==> config.mk <==
export PLATFORM = sky130hd
export DESIGN_NAME = gtlc_front
export DESIGN_NICKNAME = d
export VERILOG_FILES = /design/src/hw/rtl/gtlc_pkg.sv /design/src/hw/rtl/gtlc_front.sv
export SDC_FILE = /design/constraint.sdc
export NUM_CORES = 1
export LEC_CHECK = 0
export BUFFER_PORTS_ARGS = -buffer_cell sky130_fd_sc_hd__buf_2
export CORE_AREA = 2 2 174 176
export DETAILED_ROUTE_END_ITERATION = 12
export DIE_AREA = 0 0 176 178
export SLEW_MARGIN = 10
export SYNTH_ARGS = -nofsm -noshare
export SYNTH_HDL_FRONTEND = slang
export SYNTH_SLANG_ARGS = --single-unit
==> constraint.sdc <==
create_clock -name vclk -period 1.1
set_input_delay 0.165 -clock vclk [all_inputs]
set_output_delay 0.165 -clock vclk [all_outputs]
set_load 0.005 [all_outputs]
==> src/hw/rtl/gtlc_pkg.sv <==
// Shared types, codes and constants of the generation-tagged lookup cache.
`default_nettype none
package gtlc_pkg;

	localparam int ENTRIES_DEF = 4096;
	localparam int Q_DEPTH     = 2;

	localparam logic [2:0] FN_LOOKUP = 3'd0;
	localparam logic [2:0] FN_FILL   = 3'd1;
	localparam logic [2:0] FN_INVAL  = 3'd2;
	localparam logic [2:0] FN_GC     = 3'd3;
	localparam logic [2:0] FN_CLEAR  = 3'd4;

	localparam logic [1:0] ST_HIT  = 2'd0;
	localparam logic [1:0] ST_MISS = 2'd1;
	localparam logic [1:0] ST_SKIP = 2'd2;
	localparam logic [1:0] ST_DONE = 2'd3;

	localparam logic [3:0]  TYPE_TABLE  = 4'd5;
	localparam logic [3:0]  TYPE_STRING = 4'd4;
	localparam logic [3:0]  VTYPE_MIN   = 4'd1;
	localparam logic [3:0]  VTYPE_MAX   = 4'd4;
	localparam logic [31:0] ADDR_MIN    = 32'h0001_0000;
	localparam logic [31:0] ADDR_MAX    = 32'hFFE0_0000;
	localparam logic [31:0] GEN_RESET   = 32'd1;

	typedef enum logic [2:0] {
		OP_LOOKUP,
		OP_FILL,
		OP_INVAL,
		OP_GC,
		OP_CLEAR,
		OP_NONE
	} op_t;

	typedef enum logic [1:0] {
		BK_IDLE,
		BK_READ,
		BK_SWEEP
	} bk_state_t;

	typedef struct packed {
		op_t         op;
		logic        go;
		logic [31:0] owner;
		logic [31:0] t_addr;
		logic [31:0] k_addr;
		logic [31:0] hash;
		logic [63:0] vbits;
		logic [3:0]  vtype;
		logic [31:0] vtaint;
	} q_item_t;

	typedef struct packed {
		logic [63:0] tag;
		logic [63:0] value;
		logic [3:0]  vtype;
		logic [31:0] taint;
		logic [31:0] stamp;
	} entry_t;

	localparam int ENTRY_W = $bits(entry_t);

endpackage
`default_nettype wire

==> src/hw/rtl/gtlc_front.sv <==
// Front end: accepts request beats, decodes and qualifies them, hashes the slot.
`default_nettype none
module gtlc_front (
	input  wire logic               in_valid,
	output logic                    in_stall,
	input  wire logic [2:0]         func,
	input  wire logic               bypass,
	input  wire logic [31:0]        owner_id,
	input  wire logic [3:0]         table_type,
	input  wire logic [3:0]         key_type,
	input  wire logic [31:0]        table_addr,
	input  wire logic [31:0]        key_addr,
	input  wire logic [63:0]        value_bits,
	input  wire logic [3:0]         value_type,
	input  wire logic [31:0]        value_taint,
	input  wire logic               q_full,
	output logic                    q_push,
	output gtlc_pkg::q_item_t       q_item
);
	import gtlc_pkg::*;

	logic types_ok;
	logic in_win;
	logic above_min;
	logic elig;
	logic vtype_ok;

	assign in_stall = q_full;
	assign q_push   = in_valid && !q_full;

	assign types_ok  = (table_type == TYPE_TABLE) && (key_type == TYPE_STRING);
	assign above_min = (table_addr >= ADDR_MIN) && (key_addr >= ADDR_MIN);
	assign in_win    = above_min && (table_addr <= ADDR_MAX) && (key_addr <= ADDR_MAX);
	assign elig      = !bypass && types_ok && in_win;
	assign vtype_ok  = (value_type >= VTYPE_MIN) && (value_type <= VTYPE_MAX);

	always_comb begin
		q_item.owner  = owner_id;
		q_item.t_addr = table_addr;
		q_item.k_addr = key_addr;
		q_item.hash   = table_addr ^ (table_addr >> 16) ^ key_addr ^ (key_addr >> 14);
		q_item.vbits  = value_bits;
		q_item.vtype  = value_type;
		q_item.vtaint = value_taint;
		unique case (func)
			FN_LOOKUP: begin
				q_item.op = OP_LOOKUP;
				q_item.go = elig;
			end
			FN_FILL: begin
				q_item.op = OP_FILL;
				q_item.go = elig && vtype_ok;
			end
			FN_INVAL: begin
				q_item.op = OP_INVAL;
				q_item.go = types_ok && above_min;
			end
			FN_GC: begin
				q_item.op = OP_GC;
				q_item.go = 1'b1;
			end
			FN_CLEAR: begin
				q_item.op = OP_CLEAR;
				q_item.go = 1'b1;
			end
			default: begin
				q_item.op = OP_NONE;
				q_item.go = 1'b0;
			end
		endcase
	end
endmodule
`default_nettype wire

After elaboration in Yosys (flattened, before gate mapping). Index checks and enable logic that the tools add are counted. W data, S select, Z words.

$lt $le $gt $ge: 6. Equal/unequal tests: 6. Multiplexer cells: 1. Bitwise gates (word level): 3. Reduce and logical (&&, ||, !) cells: 13.

Operators by type and width (count): $ge A32 B17 Y1 const B (2); $le A32 B32 Y1 const B (2); $xor A32 B16 Y32 (1); $xor A32 B18 Y32 (1); $xor A32 B32 Y32 (1); $pmux W4 S5 (1); $logic_and A1 B1 Y1 (10); $eq A4 B3 Y1 const B (2); $eq A3 B2 Y1 const B (2); $ge A4 B1 Y1 const B (1); $le A4 B3 Y1 const B (1); $eq A3 B1 Y1 const B (1); $eq A3 B3 Y1 const B (1); $logic_not A3 Y1 (1); $logic_not A1 Y1 (2).

Bits in registers: 0. Output and inout port bits: 234.

Logic depth before layout (Yosys ltp).
Depth after elaboration: 7. Depth in mapped cells: 5.

Worst setup path before layout. No wires, ideal clock.

Path kind: input port to output port. Start: input port key_addr[29]. End: output port q_item[228] in the netlist's numbering. Data arrival time: 1.004 ns. Data required time: 0.935 ns. Setup slack: -0.069 ns. Stages on the path: 5. Path through: nor4_1 nand4_1 nor4_2 o31ai_1 a31o_1.

RTL lines: start, declared (RTL line gtlc_front.sv:12) `input wire logic [31:0] key_addr,`; end, declared (RTL line gtlc_front.sv:18) `output gtlc_pkg::q_item_t q_item`.

==> reports/metrics.csv <==
metric,value,unit
outcome,"complete, but fails checks",
failing checks,setup timing,
Lkg Pwr,0.00159,uW
DRC Markers,0,
Via density,2.80,
antenna violations before repair,0,
Setup CP Type,primary input to primary output,
Initial DRC Count,24,
Hold Path Class,primary input to primary output,
drt pass-1 iters,4,
post-synthesis cell type count,22,
global-route wire length before repair,16600,um
WP data arrival,1.54,ns
area share of the largest cell type after synthesis,62.2,%
"Seq/Total Area, Yosys",0,%
Syn Std Cell Area,2380,um2
vias in the first global route,2306,
final WL,13300,um
post-synthesis cell count,316,
Synth area leaders,"buf_4, xnor2_1, xor2_1, nor4_1, nand4_1",
"Max FO, Critical Path",2,
Cell Pwr Density,429,nW/um2
Max Fclk,585,MHz
"Avg Cell Area, Syn",7.52,um2
Rel. slew slack,78.5,%
"Hold Vio Cnt, Final",0,
"area leader, netlist",buf_4,
"most common cell after layout, fill and taps aside",buf_2,
Core ar.,29400,um2
Worst setup EP type,primary output,
syn_nets,526,
most frequent cells in the layout,"buf_2, buf_4, xor2_1",
Tightest Pin Transition,0.320,ns
RSZ-0062 raised after global routing,yes,
setup violators final,3,
WP data required,0.94,ns
post-route minimum period,1.71,ns
Final Cycle Share,155,%
Ys Warns,0,
Via Count,2195,
FF+latch area,0,um2
Area Overhead vs Synth,42.0,%
Total GRT Usage,7.75,%
largest net degree at the start of global routing,6,
Seq cells,0,
WL/cell,16.9,um
placed cells,780,
post-route ant nets,0,
PnR worst setup slack,-0.610,ns
Max-Cap Viols,0,
Starting Density,8.08,%
I/O Pins,444,
share of cells above drive strength 1,78.1,%
Placement Rows,63,
routability cong.,0.701,
Port Buffer Count,188,
DP HPWL,12000,um
Final Max Slew Viols,0,
final hold slack,0.330,ns
final core occ,11.5,%
Worst VDD drop,0.128,mV
total congestion overflow,0,
Die W,176,um
nets,604,
CP Launch Type,primary input,
Die Footprint,31300,um2
clock buffer count,0,
chip height,178,um
Non-Filler Instances,784,
through the flow:
step | area, um2 | setup WS (ns) | setup TNS, ns | total power [uW]
final | 3370 | -0.610 | -0.664 | 1450
after global routing | 3370 | -0.715 | -0.896 | 1570
after CTS | 3230 | -0.647 | -0.873 | 1410
after detailed placement | 2950 | -0.917 | -1.64 | 1290
after global placement | 2950 | -0.955 | -1.65 | 1280
after floorplan | 2380 | -0.0694 | -0.0694 | 913
report_power, final:
group | switching [uW] | leakage (uW) | total [uW] | internal (uW)
combinational | 656 | 0.00159 | 1450 | 792
sequential | 0 | 0 | 0 | 0
clock | 0 | 0.0000000127 | 0.000165 | 0.000165
total | 656 | 0.00159 | 1450 | 792
routing by layer:
metal  global-route usage [%]  vias to the layer above  share of wire, %  wire (um)
met2                     14.9                      234                51       6780
met3                     3.41                       65                12       1640
met1                     7.04                      921                32       4230
li1                         -                      975                 -          -
met5                        0                        -                 0          0
met4                     3.34                        0               4.7        626
cells in the mapped netlist:
cell type,instances
clkbuf_1,1
a21o_1,1
nand2b_1,1
nor4bb_1,1
nand3_1,3
nand2_1,2
nor2_1,6
nor4_1,11
xnor2_1,36
and4b_1,1
nor3_1,6
inv_1,1
nand4_1,7
nor2b_1,1
o21ai_0,4
xor2_1,31
o31ai_1,1
nor4_2,2
a22oi_1,1
buf_4,197
a31o_1,1
and3_1,1
critical path: stages:
cell     delay (ns)
buf_8          0.10
nor4_4         0.35
buf_4          0.17
nand4_1        0.09
nor4_2         0.13
buf_4          0.15
o31ai_2        0.06
a31o_1         0.19
buf_2          0.13
logic make-up (layout without fill, tap and decap cells):
group	after synthesis	in the layout	share of synthesized area, %
AO/OA/AOI/OAI	8	8	2.16
XOR/XNOR	67	67	24.7
buffers and inverters	199	275	62.6
other	0	2	0
AND/OR/NAND/NOR	42	42	10.6
what timing repair did:
item | in CTS | in global routing
buffers inserted | 3 | 1
setup endpoints to repair | 10 | 15
cloned | 0 | 0
pin swaps | 7 | 10
hold buffers | 0 | 0
gates resized for setup | 43 | 26
final cells by class:
class / instances / area [um2]
Tap cell: 390 / 488
Antenna cell: 2 / 5.00
Multi-Input combinational cell: 117 / 1200
Timing Repair Buffer: 274 / 1680
Fill cell: 3408 / 26000
Inverter: 1 / 3.75
path summary, 6_finish.rpt:
check / slack (ns) / to / start / depth (start not counted)
setup / recovery: -0.61 / q_item[228] / key_addr[25] / 9
hold / removal: 0.33 / q_item[199] / owner_id[3] / 0
Note: power is estimated with default switching activity, not from simulation.
