File: src/hw/rtl/gtlc_pkg.sv
// Shared types, codes and constants of the generation-tagged lookup cache.
`default_nettype none
package gtlc_pkg;

	localparam int ENTRIES_DEF = 4096;
	localparam int Q_DEPTH     = 2;

	localparam logic [2:0] FN_LOOKUP = 3'd0;
	localparam logic [2:0] FN_FILL   = 3'd1;
	localparam logic [2:0] FN_INVAL  = 3'd2;
	localparam logic [2:0] FN_GC     = 3'd3;
	localparam logic [2:0] FN_CLEAR  = 3'd4;

	localparam logic [1:0] ST_HIT  = 2'd0;
	localparam logic [1:0] ST_MISS = 2'd1;
	localparam logic [1:0] ST_SKIP = 2'd2;
	localparam logic [1:0] ST_DONE = 2'd3;

	localparam logic [3:0]  TYPE_TABLE  = 4'd5;
	localparam logic [3:0]  TYPE_STRING = 4'd4;
	localparam logic [3:0]  VTYPE_MIN   = 4'd1;
	localparam logic [3:0]  VTYPE_MAX   = 4'd4;
	localparam logic [31:0] ADDR_MIN    = 32'h0001_0000;
	localparam logic [31:0] ADDR_MAX    = 32'hFFE0_0000;
	localparam logic [31:0] GEN_RESET   = 32'd1;

	typedef enum logic [2:0] {
		OP_LOOKUP,
		OP_FILL,
		OP_INVAL,
		OP_GC,
		OP_CLEAR,
		OP_NONE
	} op_t;

	typedef enum logic [1:0] {
		BK_IDLE,
		BK_READ,
		BK_SWEEP
	} bk_state_t;

	typedef struct packed {
		op_t         op;
		logic        go;
		logic [31:0] owner;
		logic [31:0] t_addr;
		logic [31:0] k_addr;
		logic [31:0] hash;
		logic [63:0] vbits;
		logic [3:0]  vtype;
		logic [31:0] vtaint;
	} q_item_t;

	typedef struct packed {
		logic [63:0] tag;
		logic [63:0] value;
		logic [3:0]  vtype;
		logic [31:0] taint;
		logic [31:0] stamp;
	} entry_t;

	localparam int ENTRY_W = $bits(entry_t);

endpackage
`default_nettype wire

File: src/hw/rtl/gtlc_queue.sv
// Short queue of decoded requests between the front end and the back end.
`default_nettype none
module gtlc_queue (
	input  wire logic               clk,
	input  wire logic               arst_n,
	input  wire logic               push,
	input  wire gtlc_pkg::q_item_t  push_item,
	output logic                    full,
	input  wire logic               pop,
	output gtlc_pkg::q_item_t       head,
	output logic                    not_empty
);
	import gtlc_pkg::*;

	localparam int PW = (Q_DEPTH > 1) ? $clog2(Q_DEPTH) : 1;
	localparam int CW = $clog2(Q_DEPTH + 1);

	q_item_t         slot_q [Q_DEPTH];
	logic [PW-1:0]   wr_ptr_q;
	logic [PW-1:0]   rd_ptr_q;
	logic [CW-1:0]   count_q;

	assign full      = (count_q == CW'(Q_DEPTH));
	assign not_empty = (count_q != '0);
	assign head      = slot_q[rd_ptr_q];

	always_ff @(posedge clk) begin
		if (push) begin
			slot_q[wr_ptr_q] <= push_item;
		end
	end

	always_ff @(posedge clk or negedge arst_n) begin
		if (!arst_n) begin
			wr_ptr_q <= '0;
			rd_ptr_q <= '0;
			count_q  <= '0;
		end else begin
			if (push) begin
				wr_ptr_q <= (wr_ptr_q == PW'(Q_DEPTH - 1)) ? '0 : wr_ptr_q + 1'b1;
			end
			if (pop) begin
				rd_ptr_q <= (rd_ptr_q == PW'(Q_DEPTH - 1)) ? '0 : rd_ptr_q + 1'b1;
			end
			if (push && !pop) begin
				count_q <= count_q + 1'b1;
			end else if (pop && !push) begin
				count_q <= count_q - 1'b1;
			end
		end
	end
endmodule
`default_nettype wire

File: config.mk
export PLATFORM = sky130hd
export DESIGN_NAME = gtlc_queue
export DESIGN_NICKNAME = d
export VERILOG_FILES = /design/src/hw/rtl/gtlc_pkg.sv /design/src/hw/rtl/gtlc_queue.sv
export SDC_FILE = /design/constraint.sdc
export NUM_CORES = 1
export LEC_CHECK = 0
export BUFFER_PORTS_ARGS = -buffer_cell sky130_fd_sc_hd__buf_2
export CAP_MARGIN = 15
export CORE_UTILIZATION = 38
export DETAILED_ROUTE_END_ITERATION = 16
export MAX_ROUTING_LAYER = met4
export PLACE_DENSITY = 0.64
export SYNTH_ARGS = -nofsm -noshare
export SYNTH_HDL_FRONTEND = slang
export SYNTH_SLANG_ARGS = --single-unit
File: constraint.sdc
create_clock -name clk -period 13.58 [get_ports clk]
set_clock_uncertainty 0.2 [all_clocks]
set_input_delay 0.679 -clock clk [delete_from_list [all_inputs] [get_ports clk]]
set_output_delay 0.679 -clock clk [all_outputs]
set_load 0.005 [all_outputs]
-- Yosys cells after proc, flatten, opt, wreduce, memory -nomap -nowiden
Memory sizes are Yosys's and may differ from the RTL's.
Index checks and enable logic that the tools add are counted.
- add/subtract/negate cells: 4
- equal/unequal tests: 1
- muxes and demuxes: 6
- reductions and logical operators: 6
- operator list (kind ; number):
    1-bit two-way mux ; 4
    2-bit two-way mux ; 2
    2-bit nonzero test ; 2
    1-bit adder (second input constant) ; 2
    2-bit by 1-bit adder with 2-bit output (second input constant) ; 1
    2-bit == test (second input constant) ; 1
    1-bit logical AND ; 2
    1-bit logical NOT ; 2
    2-bit by 1-bit subtractor with 2-bit output (second input constant) ; 1
- register bits after elaboration: 4
- memory bits (writable): 464
- bits of input ports: 236
- output and inout port bits: 234
- logic and storage cells: 21
- memories: 1
- memory list (name ; words ; bits a word ; rd ports ; clocked after memory_dff ; write ports ; RTL line ; RTL):
    slot_q ; 2 ; 232 ; 1 ; 0 ; 1 ; gtlc_queue.sv:18 ; q_item_t slot_q [Q_DEPTH];

-- Longest topological paths before layout
- depth after elaboration: 4
- gate-level depth with buffers: 5
- mapped depth without buffers: 5

-- Worst setup path after synthesis
Ideal clock, no wire load.
- path kind: input port to flip-flop
- start: in push
- end: mem slot_q[0][0] (netlist name), enable pin
- library setup time: 0.856 ns
- data arrival time: 10.669 ns
- data required time: 12.524 ns
- path slack: 1.854 ns
- stages: 1
- path buffers: 0
- path through: nor2b_1
- longest elaborated chain between the ends: 2
- ends and longest elaborated chain (element ; RTL line ; RTL):
    from (decl) ; gtlc_queue.sv:6 ; input wire logic push,
    1-bit two-way mux ; gtlc_queue.sv:28 ; if (push) begin
    1-bit two-way mux (implied by the code) ; gtlc_queue.sv:29 ; slot_q[wr_ptr_q] <= push_item;
    to (decl) ; gtlc_queue.sv:18 ;
Every way passes these cells.

==> impl_results.md <==
- Main combinational cell family by area after synthesis: multiplexers
- P_leak: a little under 9 nW
- Crit Path Max Fanout: slightly above 60
- Final ANT Viol Nets: 0
- Core ar.: roughly 0.046 mm2
- Mean post-synth cell area: about 24 um2
- Row count: a little under 80
- Status: finished, final reports clean
- Fill cell count: between 3000 and 4000
- Initial antenna violation count: 8
- Worst-Skew Late Latency: about 0.56 ns
- Worst path required time: ~13 ns
- Share of the synthesized area in the top cell type: between 70% and 80%
- Die area: between 0.04 and 0.05 mm2
- Routed vias: approximately 8600
- Seq cells post-synth: 468
- Pwr dens: 205 mW/mm2
- Setup repair bufs after CTS: 0
- Vias in the first global route: around 9000
- DRC violations left: 0
- CTS max path bufs: 3
- Hpwl dp: ~23000 um
- Iteration-0 DRC Markers: 513
- Synth unique cells: 14
- Crit path DAT: ~3.1 ns
- Min Tclk post-route: 4.01 ns
- Grt met3 use: between 4 and 5%
- Cell chosen for the clock root: clkbuf_16
- VDD IR max: around 0.22 mV
- # nets final: 1477
- Syn Inst Count: roughly 740
- Post-Synth XOR/XNOR Area: less than 1%
- Grt total ovfl: 0
- Setup violators final: 0
- Global-route wire length before repair: approximately 50000 um
- Gr usage total: between 10 and 15%
- Gpl congestion: 0.761
- Reg clk slew, reported paths: roughly 0.060 ns
- CP startpoint kind: flip-flop
- IO Pins: between 400 and 500
- Met1 GRT Util: between 10% and 20%
- Post_cts resized: 0
- Synth-to-Final Area Change: 24.9%
- Num CTS Buffers: 49
- RSZ-0062 raised after global routing: no
- WHS: approximately 0.099 ns
- Complex-gate fraction of the synthesized area: 0%
- CTS H-tree lvls: 2
- Die Y: ~220 um
- Largest net degree at the start of global routing: between 150 and 200
- Final period util: about 30%
- Die span in x: between 200 and 250 um
- Final wirelength: roughly 36000 um
- Post-Synth Adder-Cell Area: 0.0710%
- CTS tree: done
- Total iterations of the first detailed-routing run: 6
- Post-CTS Hold Buffers: 1
- Setup TNS: 0 ns
- Post-synthesis simple-gate area fraction: less than 1%
- Multiplexer share of the synthesized area: a little under a fifth
- Synth area leader: edfxtp_1
- Endpoint type of the worst setup path: output pin
- HP Class: primary input to flip-flop
- Port bufs: 469
- F_max: between 0.2 and 0.25 GHz
- Top post-synthesis cells by area: edfxtp_1 (79%), mux2_4 (14%), mux2_2 (4.0%)
- Layout cells sized above 1: between 60% and 70%
- Met2 Resource Use GR: about a quarter
- Initial Utilization: a little under 40%
- Pins Over Slew Limit: 0
- Syn Nets: a little under 1000
- Seq/Total Area, Yosys: roughly 80%
- Max Cap Viol: 0
- Slew HR: a little under a third
- Least-Margin Pin Slew: ~1.0 ns
- Setup Crit Path Kind: flip-flop to output pin
- GRT busiest layer: met2
- Vias per cell: roughly 4.6
- Avg WL per Cell: around 19 um
- Number of synthesis warnings: 0
- Final number of hold-violating endpoints: 0
- Post-Synthesis Cell Area: ~0.018 mm2
- CTS Sinks: 468
-- path summary, 6_finish.rpt --
| path | from | end | slack, ns | cells after the start |
|---|---|---|---|---|
| setup / recovery | rd_ptr_q | head[211] | 9.57 | 3 |
| hold / removal | push_item[202] | slot_q[0][202] | 0.1 | 1 |
| setup reg to reg | wr_ptr_q | slot_q[1][133] | 10.31 | 3 |
| hold reg to reg | count_q[1] | count_q[1] | 0.33 | 1 |
| max in group asynchronous | arst_n | rd_ptr_q | 12.76 | 2 |
| min in group asynchronous | arst_n | count_q[1] | 0.28 | 2 |
-- state kept, by name, summed over array words and instances, names as in the netlist --
signal and flops:
slot_q 464, count_q 2, rd_ptr_q 1, wr_ptr_q 1
-- cell usage after synthesis, drive strengths merged --
cell      n
nor2b     2
xor2      4
mux2    232
ha        1
inv       1
edfxtp  464
and2      1
buf      26
xnor2     1
dfrtp     4
nor2      1
or2       1
-- metal layers --
metal  up-vias  part of all wire [%]
li1       3973                     -
met1      4276                    38
met2       281                    53
met3        60                   7.1
met4         0                   2.2
met5         -                     0
-- critical path, cell delays in order, from the launching register on --
cell     delay (ns)
dfrtp_4        1.05
buf_4          0.87
mux2_2         0.41
buf_2          0.12
-- area by class of cell --
| class | instances | area (um2) | area share, % |
|---|---|---|---|
| Clock inverter | 26 | 174 | 0.790 |
| Antenna cell | 8 | 20.0 | 0.0909 |
| Sequential cell | 468 | 14000 | 63.8 |
| Inverter | 1 | 3.75 | 0.0170 |
| Timing Repair Buffer | 477 | 2430 | 11.1 |
| Clock buffer | 56 | 1250 | 5.69 |
| Tap cell | 600 | 751 | 3.41 |
| Multi-Input combinational cell | 243 | 3350 | 15.2 |
-- through the flow --
| step | util (%) | total power [mW] | setup slack (ns) | area [um2] | std cells |
|---|---|---|---|---|---|
| 2_1_floorplan | - | 2.96 | 1.85 | 17600 | 738 |
| 3_3_place_gp | 45.1 | 3.34 | 9.93 | 20600 | 1788 |
| 3_5_place_dp | 45.1 | 3.36 | 9.91 | 20600 | 1788 |
| 4_1_cts | 48.3 | 4.57 | 9.49 | 22000 | 1871 |
| 5_1_grt | 48.3 | 4.71 | 9.40 | 22000 | 1879 |
| 6_report | 48.3 | 4.50 | 9.57 | 22000 | 1879 |
-- power by group --
part	leakage [nW]	switching (mW)	internal (mW)
logic	3.58	0.586	0.691
clock network	0.694	0.510	0.692
registers	4.40	0.105	1.92
-- placed cells by master (no fill, tap or decap), types with 5 or more instances in the layout --
master / count
mux2_4: 170
clkinv_1: 16
mux2_2: 62
clkbuf_16: 49
diode_2: 8
buf_4: 5
edfxtp_1: 464
clkbuf_1: 7
buf_2: 469
-- cells by family after synthesis --
kind of cell | Yosys count
buffers and inverters | 27
flip-flops | 468
adder cells (fa/ha/maj) | 1
XOR/XNOR | 5
multiplexers | 232
AND/OR/NAND/NOR | 5
Power figures use the tool's default switching activity.
