File: config.mk
export PLATFORM = sky130hd
export DESIGN_NAME = gtlc_ram
export DESIGN_NICKNAME = d
export VERILOG_FILES = /design/src/hw/rtl/gtlc_ram.sv
export SDC_FILE = /design/constraint.sdc
export NUM_CORES = 1
export LEC_CHECK = 0
export BUFFER_PORTS_ARGS = -buffer_cell sky130_fd_sc_hd__buf_2
export CAP_MARGIN = 0
export CORE_MARGIN = 8
export CORE_UTILIZATION = 25
export DETAILED_ROUTE_END_ITERATION = 10
export SYNTH_ARGS = -nofsm -noshare
export SYNTH_HDL_FRONTEND = slang
export SYNTH_SLANG_ARGS = --single-unit
File: constraint.sdc
create_clock -name clk -period 5.23 [get_ports clk]
set_clock_uncertainty 0.2 [all_clocks]
set_input_delay 0.523 -clock clk [delete_from_list [all_inputs] [get_ports clk]]
set_output_delay 0.523 -clock clk [all_outputs]
set_load 0.01 [all_outputs]
File: src/hw/rtl/gtlc_ram.sv
// Generic single-write, single-read RAM with registered read data.
`default_nettype none
module gtlc_ram #(
	parameter int WIDTH = 8,
	parameter int DEPTH = 16,
	localparam int AW = $clog2(DEPTH)
) (
	input  wire logic             clk,
	input  wire logic             we,
	input  wire logic [AW-1:0]    waddr,
	input  wire logic [WIDTH-1:0] wdata,
	input  wire logic             re,
	input  wire logic [AW-1:0]    raddr,
	output logic      [WIDTH-1:0] rdata
);
	logic [WIDTH-1:0] mem [DEPTH];

	always_ff @(posedge clk) begin
		if (we) begin
			mem[waddr] <= wdata;
		end
		if (re) begin
			rdata <= mem[raddr];
		end
	end
endmodule
`default_nettype wire

## Word-level counts from Yosys, hierarchy flattened

Memories as Yosys holds them, arrays and structs flattened. A register that Yosys moved wholly into a read port is not among the register bits.
Cells that the tools add are included.
Widths: inputs -> output; s select.

- Flip-flop bits (word level): 0
- Bits in writable memories: 128
- Output and inout port bits: 8
- Logic and storage cells: 3
- Memories: 1

Memories:

| memory | depth | bits a word | rd ports | clocked after Yosys merged registers in | wr ports | line | RTL |
|---|---|---|---|---|---|---|---|
| mem | 16 | 8 | 1 | 1 | 1 | 16 | `logic [WIDTH-1:0] mem [DEPTH];` |

- Muxes and demuxes: 2

Operator list:

| kind | count |
|---|---|
| $mux 1 | 2 |

## Logic depth before layout (Yosys ltp)

Gate-level depths: netlist of the first run.

- Depth after elaboration: 2
- Mapped depth: 5
- Depth with buffers taken out: 3

## Worst setup path before layout of the first run

No wires, ideal clock.

- Path kind: in2reg
- From: in waddr[2]
- To: mem mem[0][0] (enable)
- Data arrival time: 1.633 ns
- Slack: 3.014 ns
- Cell stages on the path: 2
- Path buffers: 0
- Cells stage by stage: or3b_2 -> nor3_1

RTL lines:

| element | line | RTL |
|---|---|---|
| start, declared | 10 | `input wire logic [AW-1:0] waddr,` |
| end, declared | 16 |  |

Straight into the memory's write port.

==> results of run 1 <==
## metrics by stage
| stage | util, % | hold WS [ns] | cell area [µm²] |
|---|---|---|---|
| CTS | 30.1 | 0.262 | 6250 |
| floorplan | - | 0.422 | 5230 |
| global placement | 27.2 | 0.541 | 5640 |
| finish | 30.1 | 0.280 | 6250 |
| global route | 30.1 | 0.265 | 6250 |
| detailed placement | 27.2 | 0.544 | 5640 |
## final cells by class
class,count,area [µm²],area share (%)
tap,275,344,5.50
timing repair buffer,29,153,2.44
multi-input combinational,83,1060,17.0
clock buffer,17,425,6.81
sequential,136,4080,65.3
clock inverter,15,183,2.92
## cell usage in the layout, fill, tap and decap left out, drive strengths merged
cell type  netlist  layout
clkbuf           0      17
and2b            1       1
inv              0       1
nor2b            1       1
bufinv           0       4
mux4            32      32
a22oi           16      16
nand2b           2       2
edfxtp         136     136
or3b             1       1
nor2            13      13
clkinvlp         0       2
and2             1       1
clkinv           0       8
nand2            9       9
buf              7      29
nand3            1       1
nand3b           2       2
nor3             4       4
## per-layer routing
metal | share of wire (%) | wire, µm | vias up
met5 | 0.16 | 17 | -
met2 | 46 | 4820 | 72
met4 | 1.6 | 171 | 2
met1 | 47 | 4950 | 1269
li1 | - | - | 1062
met3 | 5.3 | 562 | 17
## logic make-up (layout without fill, tap and decap cells)
kind of cell	count (synthesis)	count (layout)	share of synthesized area (%)
AOI/OAI and AO/OA	16	16	2.30
muxes	32	32	14.8
and+or+nand+nor	35	35	3.14
DFF	136	136	78.1
buffers and inverters	10	61	1.65
## how the worst max path moves through the flow
stage | end | cells past startpoint | slack, ns | startpoint
2_1_floorplan | mem[0][0]$_DFFE_PP_ | 2 | 3.01 | waddr[2]
3_3_place_gp | rdata[7]$_DFFE_PP_ | 4 | 2.33 | raddr[0]
3_5_place_dp | rdata[5]$_DFFE_PP_ | 4 | 2.28 | raddr[0]
4_1_cts | rdata[5]$_DFFE_PP_ | 4 | 2.72 | raddr[0]
5_1_grt | rdata[2]$_DFFE_PP_ | 4 | 2.64 | raddr[0]
6_report | rdata[5]$_DFFE_PP_ | 4 | 2.77 | raddr[0]
## where the power goes
group / internal (µW) / total [µW] / switching (µW)
Sequential: 1230 / 1230 / 6.24
Combinational: 42.8 / 108 / 65.5
Clock: 789 / 1220 / 435
Total: 2060 / 2570 / 507
## cell usage after synthesis (2+ instances only)
library cell	n	area, µm²
mux4_1	14	368
nand2_1	9	33.8
mux4_2	18	405
clkdlybuf4s25_2	3	30.0
nand3b_1	2	15.0
buf_6	3	33.8
edfxtp_1	136	4080
nor2_1	13	48.8
buf_2	3	15.0
nor3_1	4	20.0
a22oi_1	16	120
nand2b_1	2	12.5
## registers in the layout, summed over array words and instances (netlist names)
name   count
mem      128
rdata      8
## worst register-to-register path, cell delays in order, from the launching register on
cell and delay [ns]:
edfxtp_1 0.37, mux4_1 0.51, a22oi_1 0.27, nand2_1 0.11
==> results.ini, run 1 <==
[setup_path]
reg2reg_slack_ns=3.51
cp_num_buf_inv=1
worst_path_largest_cell_delay_ns=0.81
critPathArrivalTime_ns=2.42
crit_chain=buf_2 -> mux4_1 -> a22oi_1 -> nand2_1
r2r-end=rdata[5]$_DFFE_PP_
path_class=in -> reg
crit_family=buffers and inverters
ff2ff_path_depth=3
required_ns=5.18
r2r-start=mem[8][5]$_DFFE_PP_
path_max_fanout=32
end_kind=flip-flop
cp-start-kind=input port
slowest_stage=buf_2

[pwr]
ir_worst_vdd_mv=0.280
p_leak_uw=0.00202
total_power_uw=2570
p_per_area_nw_per_um2=411

[die]
die_h_um=161
coreArea_um2=20800
initial_utilization_pct=25.2
die_w_um=161
io_pins=27
die_area_um2=25800
row_count=53

[run]
max_cap_violations=0

[synth]
syn_inst=229
synth_edf_count=136
synth-seq-cells=136
syn-cell-area_um2=5230
synth.distinct_cells=18
async_reset_ff_share_pct=0
avgSynthCellArea_um2=22.8
synth_warnings=0
ys_seq_area_share_pct=78.1
synth_nets=248
synthFlopType=edfxtp_1

[sta]
setup_ws_ns=2.77
setup_viol=0
grt_setup_unrepaired=false
min_period_over_period_pct=47.1
post-route-min-period_ns=2.46
fmax_ghz=0.406
relSlewSlack_pct=27.0
hold_viol=0
worstMarginPinSlew_ns=1.09
finalSetupTns_ns=0
slew_violations=0

[clock_network]
hold_buffers=0
cts_root_buffer=clkbuf_16
cts.sinks=136
clkTransAtPathRegs_ns=0.06
cts_resized=0
postCtsSetupBuffers=0
clk_path_buf_depth=2
htree_levels=4
cts_buffers=17
cts_tree=built
clock_latency_ns=0.41

[cells_and_area]
fillers=2003
antennaDiodeCount=0
final_cells=555
syn2layout_area_growth_pct=19.6
num-nets-final=286
drive_gt1_share_pct=27.5

[grt]
grt_pass1_wl_mm=16.2
top_usage_layer=met2
use_met3_pct=3.05
use_met1_pct=11.7
overflow=0
grtUsageTotal_pct=8.61
grt_start_max_net_pins=33
gr-usage-met2_pct=12.2
grt_pass1_vias=2618
antenna_found_initial=1

[route]
vias=2422
route.detailed.drc=0
drt_iter0_drc=184
drt_wl_total_mm=10.5
drtAntennaViolNets=0
dr.pass1.iters=4
vias_per_cell=4.36
wl_per_cell_um=19.0

[place]
place_ws_ns=2.28
dp_hpwl_mm=6.60
portBuffers=26
place.gp.congestion=0.680
dp.cells=523

[min_path]
hold_class=in -> reg
holdPathStages=1
hold_path_end=rdata[6]$_DFFE_PP_
holdCritStartpoint=re

[status]
outcome=finished, final reports clean

Note: power is estimated with default switching activity, not from simulation.
==> run 2, diff against run 1 <==
Clock period 5.23 ns to 2.35 ns, I/O delays scaled along.
==> results.ini, run 2 (synthesized netlist as in run 1, its figures left out) <==
[route]
drt_wl_total_mm=10.7  ; was 10.5 mm
wl_per_cell_um=18.5  ; was 19.0 µm
met1Wirelength_mm=4.98  ; was 4.95 mm
dr.pass1.iters=6  ; was 4
wl_met2_mm=4.90  ; was 4.82 mm
vias=2469  ; was 2422
vias_per_cell=4.29  ; was 4.36
drt_iter0_drc=256  ; was 184
maxUsedRoutingLayer=met4  ; was met5
drtAntennaViolNets=0  ; unchanged
dr_wl_met3_um=636  ; was 562 µm
route.detailed.drc=0  ; unchanged

[clock_network]
clk_path_buf_depth=2  ; unchanged
cts_resized=0  ; unchanged
cts_buffers=17  ; unchanged
cts_root_buffer=clkbuf_16  ; unchanged
cts.sinks=136  ; unchanged
clkTransAtPathRegs_ns=0.05  ; was 0.06 ns
htree_levels=4  ; unchanged
clock_latency_ns=0.41  ; about the same
cts_tree=built  ; unchanged

[grt]
grtUsageTotal_pct=8.74  ; was 8.61%
grt_pass1_wl_mm=16.4  ; was 16.2 mm
grt_pass1_vias=2648  ; was 2618
overflow=0  ; unchanged
antenna_found_initial=0  ; was 1
grt_start_max_net_pins=33  ; unchanged

[die]
coreArea_um2=20800  ; unchanged
initial_utilization_pct=25.2  ; unchanged
die_h_um=161  ; unchanged
io_pins=27  ; unchanged
die_w_um=161  ; unchanged
row_count=53  ; unchanged
die_area_um2=25800  ; unchanged

[place]
portBuffers=26  ; unchanged
place.gp.congestion=0.673  ; was 0.680
dp_hpwl_mm=6.82  ; was 6.60 mm
place_ws_ns=0.290  ; was 2.28 ns
dp.cells=541  ; was 523

[cells_and_area]
largest_register=mem  ; unchanged
drive_gt1_share_pct=30.6  ; was 27.5%
final_common_cell=edfxtp_1  ; unchanged
layout_common_cells=136 x edfxtp_1, 26 x buf_2, 19 x buf_4  ; was 136 x edfxtp_1, 26 x buf_2, 18 x mux4_2
largest_register_ff_count=128  ; unchanged
syn2layout_area_growth_pct=22.5  ; was 19.6%
top_regs=mem x128, rdata x8  ; unchanged
num-nets-final=308  ; was 286
final_cells=576  ; was 555
antennaDiodeCount=0  ; unchanged

[setup_path]
critPathArrivalTime_ns=1.66  ; was 2.42 ns
path_max_fanout=1  ; was 32
path_class=reg -> reg  ; was in -> reg
required_ns=2.31  ; was 5.18 ns
reg2reg_slack_ns=0.65  ; was 3.51 ns
cp-start-kind=flip-flop  ; was input port
r2r-end=rdata[7]$_DFFE_PP_  ; was rdata[5]$_DFFE_PP_
ff2ff_path_depth=3  ; unchanged
worstSetupStartpoint=mem[7][7]$_DFFE_PP_  ; was raddr[0]
end_kind=flip-flop  ; unchanged
r2r-start=mem[7][7]$_DFFE_PP_  ; was mem[8][5]$_DFFE_PP_

[sta]
grt_setup_unrepaired=false  ; unchanged
fmax_ghz=0.589
slew_violations=0  ; unchanged
setup_ws_ns=0.653  ; was 2.77 ns
worstMarginPinSlew_ns=0.495  ; was 1.09 ns
post-route-min-period_ns=1.70
relSlewSlack_pct=66.9  ; was 27.0%
finalSetupTns_ns=0  ; unchanged
hold_viol=1  ; was 0
setup_viol=0  ; unchanged
whs_ns=-0.0000905  ; was 0.280 ns
min_period_over_period_pct=72.2

[pwr]
ir_worst_vdd_mv=0.523  ; was 0.280 mV
p_per_area_nw_per_um2=869  ; was 411 nW/µm²
p_leak_uw=0.00212  ; was 0.00202 µW

[run]
max_cap_violations=0  ; unchanged

[status]
violations=negative hold slack
outcome=finished, violations left  ; was finished, final reports clean

[min_path]
holdPathStages=1  ; unchanged
hold_path_end=rdata[1]$_DFFE_PP_  ; was rdata[6]$_DFFE_PP_
hold_class=in -> reg  ; unchanged
holdCritStartpoint=re  ; unchanged

==> run 2: timing repair <==
action	in CTS	in global routing
hold endpoints to repair	56	0
hold buffers	4	0
setup buffers	0	0
==> run 2: routing by layer <==
metal,GRT usage (%),up-vias
li1,-,1111
met1,11.7,1281
met2,12.7,65
met3,2.82,12
met4,3.95,0
met5,0,-
==> run 2: how the worst max path moves through the flow <==
stage	cells after the start	endpoint	slack (ns)
after CTS	3	rdata[5]$_DFFE_PP_	0.64
after global routing	3	rdata[7]$_DFFE_PP_	0.56
after global placement	5	rdata[0]$_DFFE_PP_	0.29
after detailed placement	5	rdata[0]$_DFFE_PP_	0.29
final	3	rdata[7]$_DFFE_PP_	0.65
after floorplan	2	mem[0][0]$_DFFE_PP_	0.42
==> run 2: layout make-up <==
cell class / instances / area (µm²)
fill: 1972 / 14400
sequential: 136 / 4080
multi-input combinational: 83 / 1060
clock buffer: 19 / 433
timing repair buffer: 51 / 353
tap: 275 / 344
clock inverter: 12 / 134
==> run 2: through the flow <==
step | total power (µW) | instance area (µm²) | hold WS (ns) | utilization [%]
4_1_cts | 5610 | 6400 | 0.00157 | 30.9
2_1_floorplan | 2940 | 5230 | 0.134 | -
3_5_place_dp | 3060 | 5800 | 0.426 | 27.9
5_1_grt | 5740 | 6400 | 0.00360 | 30.9
6_report | 5560 | 6400 | -0.0000905 | 30.9
3_3_place_gp | 3050 | 5800 | 0.421 | 27.9
==> run 2: critical path, cell delays in order (launching register included) <==
cell and delay [ns]:
edfxtp_1 0.36, mux4_2 0.49, a22oi_1 0.30, nand2_1 0.09
==> run 2: report_power, final <==
group / total, µW / switching, µW / internal (µW) / leakage [µW]
Clock: 2550 / 916 / 1640 / 0.000279
Sequential: 2750 / 15.7 / 2730 / 0.00124
Combinational: 261 / 148 / 113 / 0.000610
Total: 5560 / 1080 / 4480 / 0.00212
